`config.mk`:
```
export PLATFORM = sky130hd
export DESIGN_NAME = p2e_pixel
export DESIGN_NICKNAME = d
export VERILOG_FILES = /design/src/rtl/p2e_pkg.sv /design/src/rtl/p2e_pixel.sv
export SDC_FILE = /design/constraint.sdc
export NUM_CORES = 1
export LEC_CHECK = 0
export BUFFER_PORTS_ARGS = -buffer_cell sky130_fd_sc_hd__buf_2
export CORE_ASPECT_RATIO = 1.4
export CORE_MARGIN = 2
export CORE_UTILIZATION = 70
export CTS_CLUSTER_SIZE = 40
export DETAILED_ROUTE_END_ITERATION = 7
export PLACE_DENSITY = 0.95
export SYNTH_ARGS = -nofsm -noshare
export SYNTH_HDL_FRONTEND = slang
export SYNTH_SLANG_ARGS = --single-unit
export TNS_END_PERCENT = 1
```
`constraint.sdc`:
```
create_clock -name clock -period 18.02 [get_ports clock]
set_clock_uncertainty 0.05 [all_clocks]
set_input_delay 1.802 -clock clock [delete_from_list [all_inputs] [get_ports clock]]
set_output_delay 1.802 -clock clock [all_outputs]
set_load 0.02 [all_outputs]
```
`src/rtl/p2e_pkg.sv`:
```
// shared types, constants and angle table for the perspective to equirect map
package p2e_pkg;

   localparam int CfgIdxW = 3;
   typedef enum logic [CfgIdxW-1:0] {
      REG_VIEW_WIDTH  = 3'd0,
      REG_VIEW_HEIGHT = 3'd1,
      REG_FOCAL       = 3'd2,
      REG_PANO_WIDTH  = 3'd3,
      REG_PANO_HEIGHT = 3'd4,
      REG_ROT_ROW0    = 3'd5,
      REG_ROT_ROW1    = 3'd6,
      REG_ROT_ROW2    = 3'd7
   } cfg_reg_type;

   localparam int CoefW   = 18;
   localparam int RowW    = 3 * CoefW;
   localparam int AngW    = 36;
   localparam int CordW   = 64;
   localparam int PrescaleShift = 16;
   localparam logic [16:0] GainQ16 = 17'd107922;
   localparam logic signed [AngW-1:0] HalfTurn = 36'sd2147483648;
   localparam logic signed [AngW-1:0] FullTurn = 36'sd4294967296;

   typedef struct packed {
      logic [12:0] view_width;
      logic [12:0] view_height;
      logic [20:0] focal_q8;
      logic [13:0] pano_width;
      logic [12:0] pano_height;
      logic [RowW-1:0] rot_row0;
      logic [RowW-1:0] rot_row1;
      logic [RowW-1:0] rot_row2;
   } cfg_type;

   // atan(2^-i) in turns * 2^32
   function automatic logic signed [AngW-1:0] atan_turn(input logic [4:0] i);
      logic signed [AngW-1:0] t;
      case (i)
         5'd0:  t = 36'sd536870912;
         5'd1:  t = 36'sd316933406;
         5'd2:  t = 36'sd167458908;
         5'd3:  t = 36'sd85004756;
         5'd4:  t = 36'sd42667331;
         5'd5:  t = 36'sd21354465;
         5'd6:  t = 36'sd10679838;
         5'd7:  t = 36'sd5340245;
         5'd8:  t = 36'sd2670163;
         5'd9:  t = 36'sd1335087;
         5'd10: t = 36'sd667544;
         5'd11: t = 36'sd333772;
         5'd12: t = 36'sd166886;
         5'd13: t = 36'sd83443;
         5'd14: t = 36'sd41722;
         5'd15: t = 36'sd20861;
         5'd16: t = 36'sd10430;
         5'd17: t = 36'sd5215;
         5'd18: t = 36'sd2608;
         5'd19: t = 36'sd1304;
         5'd20: t = 36'sd652;
         5'd21: t = 36'sd326;
         5'd22: t = 36'sd163;
         5'd23: t = 36'sd81;
         5'd24: t = 36'sd41;
         5'd25: t = 36'sd20;
         5'd26: t = 36'sd10;
         5'd27: t = 36'sd5;
         5'd28: t = 36'sd3;
         5'd29: t = 36'sd1;
         5'd30: t = 36'sd1;
         default: t = '0;
      endcase
      return t;
   endfunction

endpackage

```
`src/rtl/p2e_pixel.sv`:
```
// angle to panorama coordinate: clamp, scale, limit, round; three stages
module p2e_pixel #(
   parameter int SIZE_W = 14,
   parameter int Q_W = 21,
   parameter int I_W = 13
) (
   input  logic                          clock,
   input  logic                          reset,
   input  logic                          adv,
   input  logic                          in_valid,
   input  logic [SIZE_W-1:0]             size,
   input  logic signed [p2e_pkg::AngW+1:0] frac,
   output logic                          out_valid,
   output logic [Q_W-1:0]                q_out,
   output logic [I_W-1:0]                i_out
);
   import p2e_pkg::*;

   localparam logic [Q_W-1:0] QSat = '1;
   localparam logic [I_W-1:0] ISat = '1;

   logic                v0_ff, v1_ff, v2_ff;
   logic [32:0]         f_ff;
   logic [SIZE_W-1:0]   s0_ff, s1_ff;
   logic [SIZE_W+32:0]  prod_ff;
   logic [Q_W-1:0]      q_ff;
   logic [I_W-1:0]      i_ff;

   logic [SIZE_W+32:0]  qa;
   logic signed [SIZE_W+10:0] lim;
   logic [Q_W-1:0]      qc;
   logic [Q_W:0]        ir;

   always_ff @(posedge clock) begin
      if (reset) begin
         v0_ff <= 1'b0;
         v1_ff <= 1'b0;
         v2_ff <= 1'b0;
      end else if (adv) begin
         v0_ff <= in_valid;
         v1_ff <= v0_ff;
         v2_ff <= v1_ff;
      end
   end

   always_comb begin
      qa  = (prod_ff + (SIZE_W+33)'(8388608)) >> 24;
      lim = $signed({3'b0, s1_ff, 8'b0}) - (SIZE_W+11)'(384);
      if (lim < 0) begin
         qc = '0;
      end else if (qa > (SIZE_W+33)'($unsigned(lim))) begin
         qc = ((SIZE_W+33)'($unsigned(lim)) > (SIZE_W+33)'(QSat)) ? QSat
                                                                   : Q_W'($unsigned(lim));
      end else begin
         qc = (qa > (SIZE_W+33)'(QSat)) ? QSat : Q_W'(qa);
      end
      ir = ({1'b0, qc} + (Q_W+1)'(128)) >> 8;
   end

   always_ff @(posedge clock) begin
      if (adv) begin
         if (frac < 0)                   f_ff <= '0;
         else if (frac > 38'(FullTurn))  f_ff <= 33'h1_0000_0000;
         else                            f_ff <= frac[32:0];
         s0_ff   <= size;
         prod_ff <= s0_ff * f_ff;
         s1_ff   <= s0_ff;
         q_ff    <= qc;
         i_ff    <= (ir > (Q_W+1)'(ISat)) ? ISat : I_W'(ir);
      end
   end

   assign out_valid = v2_ff;
   assign q_out = q_ff;
   assign i_out = i_ff;
endmodule

```
==> results.toml <==
[clock_tree]
insertion_delay_ns = 0.45
root_buffer = "clkbuf_16"
ctsResizeCount = 0
tritoncts = "done"
cts_made_buffers = 17
clock_sinks = 122
htreeDepth = 4
clkTransAtPathRegs_ns = 0.07
cts_setup_buffers = 0
cts_hold_buf = 0
clk_path_buf_depth = 2

[synth]
yosysMostFrequentCell = "inv_1"
synth_common_cells = "395 x inv_1, 368 x fa_1, 291 x nand2_1"
netlist_area_sq_um = 19680
ys.flop_type = "edfxtp_1"
synth_top_area_cell = "fa_1"
ys_ff_latch = 122
yosysUniqueCellTypes = 68
synth_warnings = 0
synth_seq_area_share = 0.1846
async_flop_share = 0
synth_top_area_frac = 0.3743
postSynthAreaPerCell_sq_um = 9.758
synth_enable_flop_cells = 119
synth_cells = 2017
syn_nets = 2569
synth_area_leaders = "fa_1 37%, edfxtp_1 18%, ha_1 8.1%"

[floorplanning]
num_rows = 72
coreArea_sq_um = 27660
boundaryPins = 91
dieArea_sq_um = 29490
dieHeight_um = 202.4
fp.dieW_um = 145.7
start_util = 0.7116

[global_routing]
grt_max_degree = 78
grt_pass1_vias = 17080
overflow = 0
antenna_found_initial = 0
grt.total_usage = 0.3620
grt_first_pass_wirelength_um = 82390

[timing]
hold_ws_ns = 0.4485
slew_headroom = 0.3625
period_needed_ns = 7.356
rsz0062_at_grt = "no"
finalHoldViolCount = 0
worst_slew_pin_slew_ns = 0.9562
max_freq_mhz = 135.9
slew_viol_final = 0
setup_viol = 0
post-route-period-util = 0.4082
fin_setup_tns_ns = 0
worst_slack_ns = 10.66

[cells_and_area]
drive_gt1_frac = 0.07830
syn_to_final_growth_pct = 6.593
final_cells = 2439
antenna_cells = 0
nets = 2608
fillers = 1636

[route]
dr.pass1.iters = 7
wirelength_um = 51270
wl_per_cell_um = 21.02
drc = 0
ant_nets = 0
via_count = 15200
vias_per_cell = 6.231
drt_iter0_drc = 1436

[critical_path]
crit_path_end_kind = "flop"
worstPathMaxFanout = 14
cp_data_arrival_time_ns = 7.49
cp.required_ns = 18.16
path_class = "flop to flop"
cp-start-kind = "flop"

[placement]
io_buffers = 90
placedCellCount = 2407
dp_hpwl_um = 37610
gp_congestion = 0.9853
pre_cts_ws_ns = 10.89

[job]
maxCapViolCount = 0

[min_path]
hp-class = "flop to flop"

[status]
status = "completed"
flip-flops by register name, indices dropped and copies added, names as in the netlist:
register   count
i_out         13
f_ff          33
prod_ff       24
q_out         21
s1_ff         14
s0_ff         14
v0_ff          1
out_valid      1
v1_ff          1
layer usage:
metal	vias up	routed length [um]	global-route usage
met1	7302	16060	0.3948
met3	405	5543	0.08578
met4	0	4228	0.2486
met5	-	0	0
met2	1135	25440	0.6242
li1	6355	-	-
final timing paths:
kind / startpoint / endpoint / slack [ns] / cells past startpoint
worst min-delay path: out_valid$_SDFFE_PP0P_ / out_valid$_SDFFE_PP0P_ / 0.45 / 2
worst max register to register: f_ff[6]$_SDFFCE_PP0P_ / prod_ff[38]$_DFFE_PP_ / 10.66 / 21
worst min register to register: out_valid$_SDFFE_PP0P_ / out_valid$_SDFFE_PP0P_ / 0.45 / 2
worst max-delay path: f_ff[6]$_SDFFCE_PP0P_ / prod_ff[38]$_DFFE_PP_ / 10.66 / 21
kinds of logic (layout without fill, tap and decap cells):
family	after synthesis	after routing	share of synthesized area
buffers and inverters	484	536	0.09288
adders and majority gates	496	496	0.4557
and+or+nand+nor	694	694	0.1807
AOI/OAI and AO/OA	153	153	0.05537
xor gates and xnor gates	63	63	0.02804
DFF	122	122	0.1846
muxes	5	5	0.002670
critical path: stages, from the launching register on:
cell,delay (ns)
edfxtp_1,0.83
nand2_1,0.18
fa_1,0.54
inv_1,0.06
fa_1,0.49
fa_1,0.54
fa_1,0.53
fa_1,0.55
inv_1,0.07
fa_1,0.54
inv_1,0.05
ha_1,0.34
a21oi_1,0.18
o21ai_0,0.11
a2111oi_0,0.35
a21boi_0,0.14
a41o_1,0.27
a21oi_1,0.29
nand2_1,0.19
a21boi_0,0.43
o21bai_1,0.19
xor2_1,0.18
layout make-up:
type / count / area, sq um / area share
Multi-Input combinational cell: 1411 / 14230 / 0.6781
Sequential cell: 122 / 3633 / 0.1732
Inverter: 395 / 1483 / 0.07067
Timing Repair Buffer: 109 / 595.6 / 0.02839
Tap cell: 370 / 462.9 / 0.02207
Clock buffer: 17 / 425.4 / 0.02028
Clock inverter: 15 / 152.6 / 0.007276
cell usage in the layout, fill, tap and decap left out, drive strengths merged, types with 16 or more instances in the layout:
| cell | count |
|---|---|
| inv | 403 |
| fa | 368 |
| nand2 | 291 |
| and2 | 227 |
| ha | 128 |
| edfxtp | 119 |
| buf | 109 |
| a21oi | 53 |
| and3 | 40 |
| nor2 | 39 |
| xnor2 | 37 |
| xor2 | 26 |
| a21o | 22 |
| nand4 | 20 |
| clkbuf | 17 |
| nand3 | 16 |
| o21ai | 16 |
per-stage QoR:
step / utilization / instance area [sq um]
detailed placement: 0.7376 / 20400
global route: 0.7586 / 20980
finish: 0.7586 / 20980
global placement: 0.7376 / 20400
floorplan: - / 19680
CTS: 0.7586 / 20980
Power is not shown: default switching activity piles up to over one toggle a cycle in this logic, so the estimate is an artifact.
